**src/hw/rtl/sha256_block_compression_assert.svh**
```systemverilog
// Assertion macros for the SHA-256 block compression engine.
// Each macro expects signals named clk and rst in the including scope.
`ifndef SHA256_BLOCK_COMPRESSION_ASSERT_SVH
`define SHA256_BLOCK_COMPRESSION_ASSERT_SVH

`ifndef NO_ASSERTIONS

// Consequent holds in the same cycle as the antecedent.
`define SHA_ASSERT_SAME(label, ante, cons, msg) \
  label: assert property (@(posedge clk) disable iff (rst) (ante) |-> (cons)) \
    else $error(msg);

// Consequent holds in the cycle after the antecedent.
`define SHA_ASSERT_NEXT(label, ante, cons, msg) \
  label: assert property (@(posedge clk) disable iff (rst) (ante) |=> (cons)) \
    else $error(msg);

`else

`define SHA_ASSERT_SAME(label, ante, cons, msg)
`define SHA_ASSERT_NEXT(label, ante, cons, msg)

`endif

`endif

```
**src/hw/rtl/sha_pkg.sv**
```systemverilog
package sha_pkg;

  // Word and block geometry.
  localparam int unsigned WORD_W      = 32;
  localparam int unsigned BLOCK_WORDS = 16;
  localparam int unsigned HASH_WORDS  = 8;
  localparam int unsigned NUM_ROUNDS  = 64;

  typedef logic [WORD_W-1:0] word_t;

  // Round constants.
  localparam word_t ROUND_K [NUM_ROUNDS] = '{
    32'h428a2f98, 32'h71374491, 32'hb5c0fbcf, 32'he9b5dba5,
    32'h3956c25b, 32'h59f111f1, 32'h923f82a4, 32'hab1c5ed5,
    32'hd807aa98, 32'h12835b01, 32'h243185be, 32'h550c7dc3,
    32'h72be5d74, 32'h80deb1fe, 32'h9bdc06a7, 32'hc19bf174,
    32'he49b69c1, 32'hefbe4786, 32'h0fc19dc6, 32'h240ca1cc,
    32'h2de92c6f, 32'h4a7484aa, 32'h5cb0a9dc, 32'h76f988da,
    32'h983e5152, 32'ha831c66d, 32'hb00327c8, 32'hbf597fc7,
    32'hc6e00bf3, 32'hd5a79147, 32'h06ca6351, 32'h14292967,
    32'h27b70a85, 32'h2e1b2138, 32'h4d2c6dfc, 32'h53380d13,
    32'h650a7354, 32'h766a0abb, 32'h81c2c92e, 32'h92722c85,
    32'ha2bfe8a1, 32'ha81a664b, 32'hc24b8b70, 32'hc76c51a3,
    32'hd192e819, 32'hd6990624, 32'hf40e3585, 32'h106aa070,
    32'h19a4c116, 32'h1e376c08, 32'h2748774c, 32'h34b0bcb5,
    32'h391c0cb3, 32'h4ed8aa4a, 32'h5b9cca4f, 32'h682e6ff3,
    32'h748f82ee, 32'h78a5636f, 32'h84c87814, 32'h8cc70208,
    32'h90befffa, 32'ha4506ceb, 32'hbef9a3f7, 32'hc67178f2
  };

  // Standard initial hash value.
  localparam word_t INIT_HASH [HASH_WORDS] = '{
    32'h6a09e667, 32'hbb67ae85, 32'h3c6ef372, 32'ha54ff53a,
    32'h510e527f, 32'h9b05688c, 32'h1f83d9ab, 32'h5be0cd19
  };

  // Message schedule sigma functions.
  function automatic word_t small_s0(word_t x);
    return {x[6:0], x[31:7]} ^ {x[17:0], x[31:18]} ^ {3'b000, x[31:3]};
  endfunction

  function automatic word_t small_s1(word_t x);
    return {x[16:0], x[31:17]} ^ {x[18:0], x[31:19]} ^ {10'd0, x[31:10]};
  endfunction

  // Round sigma functions.
  function automatic word_t big_s0(word_t x);
    return {x[1:0], x[31:2]} ^ {x[12:0], x[31:13]} ^ {x[21:0], x[31:22]};
  endfunction

  function automatic word_t big_s1(word_t x);
    return {x[5:0], x[31:6]} ^ {x[10:0], x[31:11]} ^ {x[24:0], x[31:25]};
  endfunction

  function automatic word_t choose(word_t x, word_t y, word_t z);
    return (x & y) ^ (~x & z);
  endfunction

  function automatic word_t majority(word_t x, word_t y, word_t z);
    return (x & y) ^ (x & z) ^ (y & z);
  endfunction

endpackage

```
**src/hw/rtl/sha_if.sv**
```systemverilog
// Message word channel.
interface sha_msg_if import sha_pkg::*; ();
  logic  valid;
  logic  ready;
  word_t msg_word;
  logic  first_word;
  logic  final_block;

  modport source (output valid, msg_word, first_word, final_block, input ready);
  modport sink   (input valid, msg_word, first_word, final_block, output ready);
endinterface

// Digest word channel.
interface sha_dig_if import sha_pkg::*; ();
  logic       valid;
  logic       ready;
  word_t      digest_word;
  logic [2:0] word_index;
  logic       last;

  modport source (output valid, digest_word, word_index, last, input ready);
  modport sink   (input valid, digest_word, word_index, last, output ready);
endinterface

```
**src/hw/rtl/sha256_block_compression.sv**
```systemverilog
// Message words are taken one per cycle while idle; the sixteenth word of a block
// starts a compression that keeps the input stalled while it reads the chaining
// value from its memory, runs 64 rounds, then reads, adds and writes it back.
// A final block is followed by the digest words, read from the chaining memory.
// Synchronous reset returns to idle with an empty block and the initial hash selected.
module sha256_block_compression import sha_pkg::*; (
  input logic      clk,
  input logic      rst,
  sha_msg_if.sink  msg,
  sha_dig_if.source dig
);

  typedef enum logic [4:0] {
    S_IDLE   = 5'b00001,
    S_LOAD   = 5'b00010,
    S_ROUND  = 5'b00100,
    S_UPDATE = 5'b01000,
    S_EMIT   = 5'b10000
  } state_t;

  state_t     state, state_next;
  logic [3:0] word_count;
  logic [3:0] step;
  logic [5:0] round_idx;
  logic       h_init;
  logic       final_pend;
  logic       emit_rd;
  logic [2:0] rd_idx;
  logic       out_valid;
  word_t      out_word;
  logic [2:0] out_idx;

  word_t sched [BLOCK_WORDS];
  word_t v [HASH_WORDS];

  // Chaining value memory.
  word_t      chain_mem [HASH_WORDS];
  word_t      mem_rdata;
  logic       mem_we;
  logic [2:0] mem_addr_rd;
  logic [2:0] mem_addr_wr;
  word_t      mem_wdata;

  logic       msg_fire;
  logic       dig_fire;
  logic [3:0] count_base;
  logic       block_done;
  logic       last_round;
  logic [2:0] prev_idx;
  word_t      chain_old;
  logic       emit_issue;
  word_t      t1, t2, w_new;

  // Handshake and block counting.
  assign msg.ready  = (state == S_IDLE);
  assign msg_fire   = msg.valid && msg.ready;
  assign dig_fire   = dig.valid && dig.ready;
  assign count_base = msg.first_word ? 4'd0 : word_count;
  assign block_done = (count_base == 4'(BLOCK_WORDS - 1));
  assign last_round = (round_idx == 6'(NUM_ROUNDS - 1));

  assign dig.valid       = out_valid;
  assign dig.digest_word = out_word;
  assign dig.word_index  = out_idx;
  assign dig.last        = (out_idx == 3'(HASH_WORDS - 1));

  // Memory access: read at the step counter, write one step behind it.
  assign prev_idx    = 3'(step - 4'd1);
  assign chain_old   = h_init ? INIT_HASH[prev_idx] : mem_rdata;
  assign mem_addr_rd = step[2:0];
  assign mem_addr_wr = prev_idx;
  assign mem_we      = (state == S_UPDATE) && (step != 4'd0);
  assign mem_wdata   = chain_old + v[prev_idx];

  assign emit_issue = (state == S_EMIT) && !emit_rd && !step[3] && (!out_valid || dig.ready);

  // Round function and schedule expansion.
  always_comb begin
    t1 = v[7] + big_s1(v[4]) + choose(v[4], v[5], v[6]) + ROUND_K[round_idx] + sched[0];
    t2 = big_s0(v[0]) + majority(v[0], v[1], v[2]);
    w_new = small_s1(sched[14]) + sched[9] + small_s0(sched[1]) + sched[0];
  end

  always_ff @(posedge clk) begin
    if (mem_we) begin
      chain_mem[mem_addr_wr] <= mem_wdata;
    end
    mem_rdata <= chain_mem[mem_addr_rd];
  end

  // Next state.
  always_comb begin
    state_next = state;
    unique case (state)
      S_IDLE: begin
        if (msg_fire && block_done) state_next = S_LOAD;
      end
      S_LOAD: begin
        if (step == 4'(HASH_WORDS)) state_next = S_ROUND;
      end
      S_ROUND: begin
        if (last_round) state_next = S_UPDATE;
      end
      S_UPDATE: begin
        if (step == 4'(HASH_WORDS)) state_next = final_pend ? S_EMIT : S_IDLE;
      end
      S_EMIT: begin
        if (dig_fire && dig.last) state_next = S_IDLE;
      end
      default: state_next = S_IDLE;
    endcase
  end

  // Control registers.
  always_ff @(posedge clk) begin
    if (rst) begin
      state      <= S_IDLE;
      word_count <= 4'd0;
      step       <= 4'd0;
      round_idx  <= 6'd0;
      h_init     <= 1'b1;
      final_pend <= 1'b0;
      emit_rd    <= 1'b0;
      out_valid  <= 1'b0;
    end else begin
      state <= state_next;
      unique case (state)
        S_IDLE: begin
          if (msg_fire) begin
            word_count <= count_base + 4'd1;
            if (msg.first_word) h_init <= 1'b1;
            if (block_done) begin
              final_pend <= msg.final_block;
              step       <= 4'd0;
            end
          end
        end
        S_LOAD: begin
          if (step == 4'(HASH_WORDS)) begin
            step      <= 4'd0;
            round_idx <= 6'd0;
          end else begin
            step <= step + 4'd1;
          end
        end
        S_ROUND: begin
          round_idx <= round_idx + 6'd1;
          if (last_round) step <= 4'd0;
        end
        S_UPDATE: begin
          if (step == 4'(HASH_WORDS)) begin
            step   <= 4'd0;
            h_init <= 1'b0;
          end else begin
            step <= step + 4'd1;
          end
        end
        S_EMIT: begin
          if (emit_issue) step <= step + 4'd1;
        end
        default: ;
      endcase

      // One digest read in flight at a time; the output register is free when it lands.
      emit_rd <= emit_issue;
      if (emit_rd) begin
        out_valid <= 1'b1;
      end else if (dig_fire) begin
        out_valid <= 1'b0;
      end
    end
  end

  // Datapath registers.
  always_ff @(posedge clk) begin
    if (emit_issue) rd_idx <= step[2:0];
    if (emit_rd) begin
      out_word <= mem_rdata;
      out_idx  <= rd_idx;
    end

    if (state == S_IDLE && msg_fire) begin
      for (int i = 0; i < BLOCK_WORDS - 1; i++) sched[i] <= sched[i+1];
      sched[BLOCK_WORDS-1] <= msg.msg_word;
    end

    if (state == S_LOAD && step != 4'd0) begin
      v[prev_idx] <= chain_old;
    end

    if (state == S_ROUND) begin
      for (int i = 0; i < BLOCK_WORDS - 1; i++) sched[i] <= sched[i+1];
      sched[BLOCK_WORDS-1] <= w_new;
      v[7] <= v[6];
      v[6] <= v[5];
      v[5] <= v[4];
      v[4] <= v[3] + t1;
      v[3] <= v[2];
      v[2] <= v[1];
      v[1] <= v[0];
      v[0] <= t1 + t2;
    end
  end

  // Checks on sequencing.
  `include "sha256_block_compression_assert.svh"

  `SHA_ASSERT_SAME(a_out_only_emit, dig.valid, state == S_EMIT, "digest outside emit phase")
  `SHA_ASSERT_NEXT(a_block_starts, msg_fire && block_done, state == S_LOAD, "block did not start")
  `SHA_ASSERT_NEXT(a_rounds_end, state == S_ROUND && last_round, state == S_UPDATE, "rounds overran")
  `SHA_ASSERT_NEXT(a_last_drains, dig_fire && dig.last, !dig.valid && state == S_IDLE, "digest overran")

endmodule
```
**src/flat_wrapper.sv**
```systemverilog
// flat-port wrapper written by rule: the top's interface ports become plain ports
module sha256_block_compression_flat import sha_pkg::*;
  (clk, rst, msg_valid, msg_msg_word, msg_first_word, msg_final_block, msg_ready, dig_valid, dig_digest_word, dig_word_index, dig_last, dig_ready);
  sha_msg_if msg_i ();
  sha_dig_if dig_i ();
  input logic clk;
  input logic rst;
  input wire logic [$bits(msg_i.valid)-1:0] msg_valid;
  input wire logic [$bits(msg_i.msg_word)-1:0] msg_msg_word;
  input wire logic [$bits(msg_i.first_word)-1:0] msg_first_word;
  input wire logic [$bits(msg_i.final_block)-1:0] msg_final_block;
  output wire logic [$bits(msg_i.ready)-1:0] msg_ready;
  output wire logic [$bits(dig_i.valid)-1:0] dig_valid;
  output wire logic [$bits(dig_i.digest_word)-1:0] dig_digest_word;
  output wire logic [$bits(dig_i.word_index)-1:0] dig_word_index;
  output wire logic [$bits(dig_i.last)-1:0] dig_last;
  input wire logic [$bits(dig_i.ready)-1:0] dig_ready;
  assign msg_i.valid = msg_valid;
  assign msg_i.msg_word = msg_msg_word;
  assign msg_i.first_word = msg_first_word;
  assign msg_i.final_block = msg_final_block;
  assign msg_ready = msg_i.ready;
  assign dig_valid = dig_i.valid;
  assign dig_digest_word = dig_i.digest_word;
  assign dig_word_index = dig_i.word_index;
  assign dig_last = dig_i.last;
  assign dig_i.ready = dig_ready;
  sha256_block_compression u_core (.clk(clk), .rst(rst), .msg(msg_i), .dig(dig_i));
endmodule
```
**config.mk**
```make
export PLATFORM = sky130hd
export DESIGN_NAME = sha256_block_compression_flat
export DESIGN_NICKNAME = d
export VERILOG_FILES = /design/src/hw/rtl/sha_pkg.sv /design/src/hw/rtl/sha_if.sv /design/src/hw/rtl/sha256_block_compression.sv /design/src/flat_wrapper.sv
export VERILOG_INCLUDE_DIRS = /design/src /design/src/hw/rtl
export SDC_FILE = /design/constraint.sdc
export NUM_CORES = 2
export LEC_CHECK = 0
export BUFFER_PORTS_ARGS = -buffer_cell sky130_fd_sc_hd__clkbuf_2
export CORE_MARGIN = 2
export CORE_UTILIZATION = 31
export DETAILED_ROUTE_END_ITERATION = 16
export PLACE_DENSITY_LB_ADDON = 0.12
export SYNTH_ARGS = -nofsm -noshare
export SYNTH_HDL_FRONTEND = slang
export SYNTH_SLANG_ARGS = --single-unit
```
**constraint.sdc**
```tcl
create_clock -name clk -period 41.2 [get_ports clk]
set_clock_uncertainty 0.1 [all_clocks]
set_input_delay 2.06 -clock clk [delete_from_list [all_inputs] [get_ports clk]]
set_output_delay 2.06 -clock clk [all_outputs]
set_load 0.01 [all_outputs]
```
# Word-level counts from Yosys, hierarchy flattened
# Memories as Yosys holds them, arrays and structs flattened. A register that Yosys moved wholly into a read port is not among the register bits.
# Cells that the tools add are included.
# W data, S select, Z words.
op_classes:
  add_sub_neg: 15
  order_cmp: 2
  eq_ne: 18
  muxes: 54
  bitwise_logic: 35
  reduce_logical: 27
ops:
  columns: ["op", "n"]
  rows:
  - ["$mux W32", 22]
  - ["$add A32 B32 Y32", 11]
  - ["$xor A32 B32 Y32", 9]
  - ["$and A32 B32 Y32", 5]
  - ["$not A32 Y32", 1]
  - ["$reduce_or A32 Y1", 1]
  - ["$xor A32 B22 Y32", 1]
  - ["$xor A32 B29 Y32", 1]
  - ["$mux W5", 6]
  - ["$pmux W5 S5", 1]
  - ["$mux W4", 6]
  - ["$or A1 B1 Y1", 16]
  - ["$pmux W4 S4", 1]
  - ["$mux W1", 14]
  - ["$ne A2 B2 Y1 const B", 6]
  - ["$pmux W6 S2", 1]
  - ["$logic_and A1 B1 Y1", 10]
  - ["$reduce_and A5 Y1", 2]
  - ["$add A4 B1 Y4 const B", 2]
  - ["$eq A4 B4 Y1 const B", 2]
  - ["$reduce_bool A4 Y1", 2]
  - ["$ge A7 B7 Y1 const B", 1]
  - ["$not A6 Y7", 1]
  - ["$add A6 B1 Y6 const B", 1]
  - ["21 further kinds", 28]
word_totals:
  register_bits: 61
  ramBits: 1024
  romBits: 2304
  out_inout_bits: 38
  memories: 5
memory_table:
  columns: ["memory", "depth", "word_bits", "rd", "rd_clocked_by_memory_dff", "write_ports", "line", "text"]
  rows:
  - ["(name not given)", 64, 32, 1, 0, 0, "sha256_block_compression.sv:79", "t1 = v[7] + big_s1(v[4]) + choose(v[4], v[5], v[6]) + ROUND_K[round_idx] + sched[0];"]
  - ["u_core.sched", 16, 32, 16, 0, 16, "sha256_block_compression.sv:33", "word_t sched [BLOCK_WORDS];"]
  - ["(name not given)", 8, 32, 1, 0, 0, "sha256_block_compression.sv:69", "assign chain_old = h_init ? INIT_HASH[prev_idx] : mem_rdata;"]
  - ["u_core.chain_mem", 8, 32, 1, 1, 1, "sha256_block_compression.sv:37", "word_t chain_mem [HASH_WORDS];"]
  - ["u_core.v", 8, 32, 9, 0, 8, "sha256_block_compression.sv:34", "word_t v [HASH_WORDS];"]

# Longest topological paths before layout
logic_depth:
  depth_word: 7
  mapped_depth: 39
  mapped_depth_nobuf: 37

# Least setup slack after synthesis
# No wires, ideal clock.
synth_path:
  path_kind: "input port to flip-flop"
  start: "input msg_valid"
  end: "memory u_core.sched[0][0] in the netlist's numbering, enable pin"
  setup_ps: 3642
  arrival_time_ps: 10794
  t_required_ps: 37458
  setup_slack_ps: 26664
  stages: 3
  cell_sequence: "nand2_1 clkbuf_1 nand2_1"
synth_rtl:
  columns: ["item", "line", "text"]
  rows:
  - ["start, declared", "flat_wrapper.sv:8", "input wire logic [$bits(msg_i.valid)-1:0] msg_valid;"]
  - ["end, declared", "sha256_block_compression.sv:33", null]

==> impl_results.md <==
* Status: finished clean
* Slew Viols, Final at 0
* Wire per inst at approximately 28 µm
* Initial Util at 0.311
* Sequential fraction of the synthesis area at 0.573
* WHS Endpoint: u_core.sched[0][72]
* RSZ-0062 raised after global routing: no
* Fill count at between 15000 and 20000
* Worst Path Required at 41.71 ns
* CTS tree: done
* Clock Path Buffers at 3
* Synth cell types at slightly below 90
* WP data arrival at ~11 ns
* Port Buf Inserts at 75
* Via count of the routed design at roughly 37000
* Final hold vios at 0
* Yosys reg bits at around 1100
* Via-to-Cell Ratio at 5.22
* Final setup vio count at 0
* Post-synth EDFFs at about 1100
* Post-layout minimum cycle time at roughly 11 ns
* Dpl hpwl at about 140000 µm
* Die X-Extent at 435 µm
* Max_cap viols at 0
* Cts hold-fix bufs at 0
* Clock transition at path regs at ~0.060 ns
* WS Path Type: flip-flop to flip-flop
* RD Place Congestion at roughly 0.92
* Worst skew pair latency at ~0.77 ns
* Core area at between 0.15 and 0.2 mm²
* Initial antenna violation count at 2
* Slowest CP cell: o21ai_0
* Worst-Margin Slew at around 1.2 ns
* Crit path launch: u_core.round_idx[0]
* Rows at between 150 and 200
* Worst-path fanout max at 33
* Worst reg2reg setup slack at 30.36 ns
* Sum Neg Setup Slack at 0 ns
* Post-Syn Nets at ~4900
* Post-CTS Setup Bufs at 0
* Largest net degree at the start of global routing at 191
* H-Tree Depth at 4
* Reg-to-Reg End: u_core.v[0][29]
* Hold depth at 0
* Ratio of cells with drive above 1 in the final layout at 0.105
* First-pass GRT wire length at between 200000 and 300000 µm
* Die Span Y at around 440 µm
* Synthesized area at just under 0.06 mm²
* Rel. slew slack at 0.176
* Number of global-route vias before repair at ~36000
* Critical Path Start Type: flip-flop
* Achievable clock frequency at about 90 MHz
* Hold crit path type: flip-flop to flip-flop
* Drc violations at 0
* Async SR Flop Fraction at 0
* Avg Inst Size Synth at about 13 µm²
* CP bufs+invs at 3
* CTS root buf: clkbuf_16
* Crit Reg-Reg Startpoint: u_core.round_idx[0]
* CTS sink count at 1117
* Grt ovf at 0
* Critical path's top delay family: compound AO/OA/AOI/OAI gates
* Post-synth top flop: edfxtp_1
* # resized after CTS at 0
* Post-synthesis cell count at roughly 4500
* N_diodes at 0
* DRT Pass-1 Iters at 8
* Commonest non-fill, non-tap cells in the layout: 1062 x edfxtp_1, 379 x nand2_1, 298 x xnor2_1
* Max incr delay on CP at between 0.6 and 0.7 ns
* Area delta synth->final at 13.0%
* Drt total wl at between 150000 and 200000 µm
* Die area at 0.189 mm²
* Io pins at 76
* Commonest non-fill, non-tap cell in the layout: edfxtp_1
* Syn. warnings at 0
* R2R cell count at 34
* Crit end category: flip-flop
* Overall Global Routing Usage at 0.205
* Number of buffers created by CTS at between 100 and 150
* Initial DRC count at around 4100
* Final nets at 4914
* Period Utilization, post-route at 0.263
* Worst min-delay path startpoint: u_core.sched[0][104]
* Final ANT Viol Nets at 0
==> worst register-to-register path, delay by kind of cell, from the launching register on <==
family / cells / cell delay [ns]
compound gates: 18 / 4.62
fa+ha+maj: 7 / 3.32
simple gates: 5 / 1.06
buf+inv: 3 / 0.94
xor+xnor: 1 / 0.35
flops: 1 / 0.30
==> sequential cells by signal, summed over array words and instances, names as in the netlist <==
signal / cells
u_core.chain_mem: 256
u_core.dig.digest_word: 32
u_core.dig.valid: 1
u_core.dig.word_index: 3
u_core.emit_rd: 1
u_core.final_pend: 1
u_core.h_init: 1
u_core.mem_rdata: 32
u_core.rd_idx: 3
u_core.round_idx: 6
u_core.sched: 512
u_core.state: 5
u_core.step: 4
u_core.v: 256
u_core.word_count: 4
==> cells by family (layout without fill, tap and decap cells) <==
| family | after synthesis | in the layout | synth area share |
|---|---|---|---|
| mux | 124 | 124 | 0.0372 |
| buf+inv | 496 | 636 | 0.0325 |
| simple gates | 887 | 887 | 0.0685 |
| fa+ha+maj | 395 | 395 | 0.109 |
| flops | 1117 | 1117 | 0.573 |
| compound gates | 1062 | 1062 | 0.121 |
| xor+xnor | 390 | 390 | 0.0593 |
==> cells in the mapped netlist (all sizes together), types with 92 or more instances <==
cell,n,area share
nor2,238,0.016
edfxtp,1062,0.55
clkbuf,217,0.014
fa,188,0.065
xor2,92,0.014
inv,238,0.016
ha,181,0.039
a21oi,226,0.020
o21a,106,0.014
nand2,381,0.025
xnor2,298,0.045
a21o,160,0.021
o21ai,199,0.017
==> worst max-delay path by stage <==
stage                     cells after the start                 end  slack [ns]
after floorplan                               3  u_core.sched[0][0]       26.66
after global placement                       34     u_core.v[0][29]       30.62
after detailed placement                     34     u_core.v[0][29]       30.55
after CTS                                    34     u_core.v[0][29]       30.51
after global routing                         34     u_core.v[0][29]       29.66
final                                        34     u_core.v[0][29]       30.36
==> final cells by class <==
cell class / count / area, µm² / share of cell area
Tap cell: 2480 / 3100 / 0.0477
Clock inverter: 71 / 596 / 0.00915
Timing Repair Buffer: 155 / 988 / 0.0152
Inverter: 242 / 908 / 0.0140
Clock buffer: 168 / 3540 / 0.0544
Sequential cell: 1117 / 33000 / 0.507
Multi-Input combinational cell: 2858 / 22900 / 0.352
==> routing by layer <==
| metal | GRT usage | vias to the layer above | part of all wire |
|---|---|---|---|
| met2 | 0.302 | 1152 | 0.43 |
| met3 | 0.0300 | 224 | 0.053 |
| li1 | - | 16500 | - |
| met1 | 0.312 | 19100 | 0.49 |
| met5 | 0 | - | 0 |
| met4 | 0.0557 | 0 | 0.026 |
==> stage by stage <==
step	instance area, µm²	hold slack [ns]	util	cells	worst slack [ns]
6_report	65100	0.301	0.352	7091	30.36
5_1_grt	65100	0.312	0.352	7091	29.66
4_1_cts	65100	0.298	0.352	7091	30.51
3_5_place_dp	60900	0.305	0.329	6852	30.55
3_3_place_gp	60900	0.300	0.329	6852	30.62
2_1_floorplan	57600	0.300	-	4471	26.66
Power is left out: the tool's default activity adds up to more than one toggle a clock period on the data nets, which glitch-free logic cannot reach.
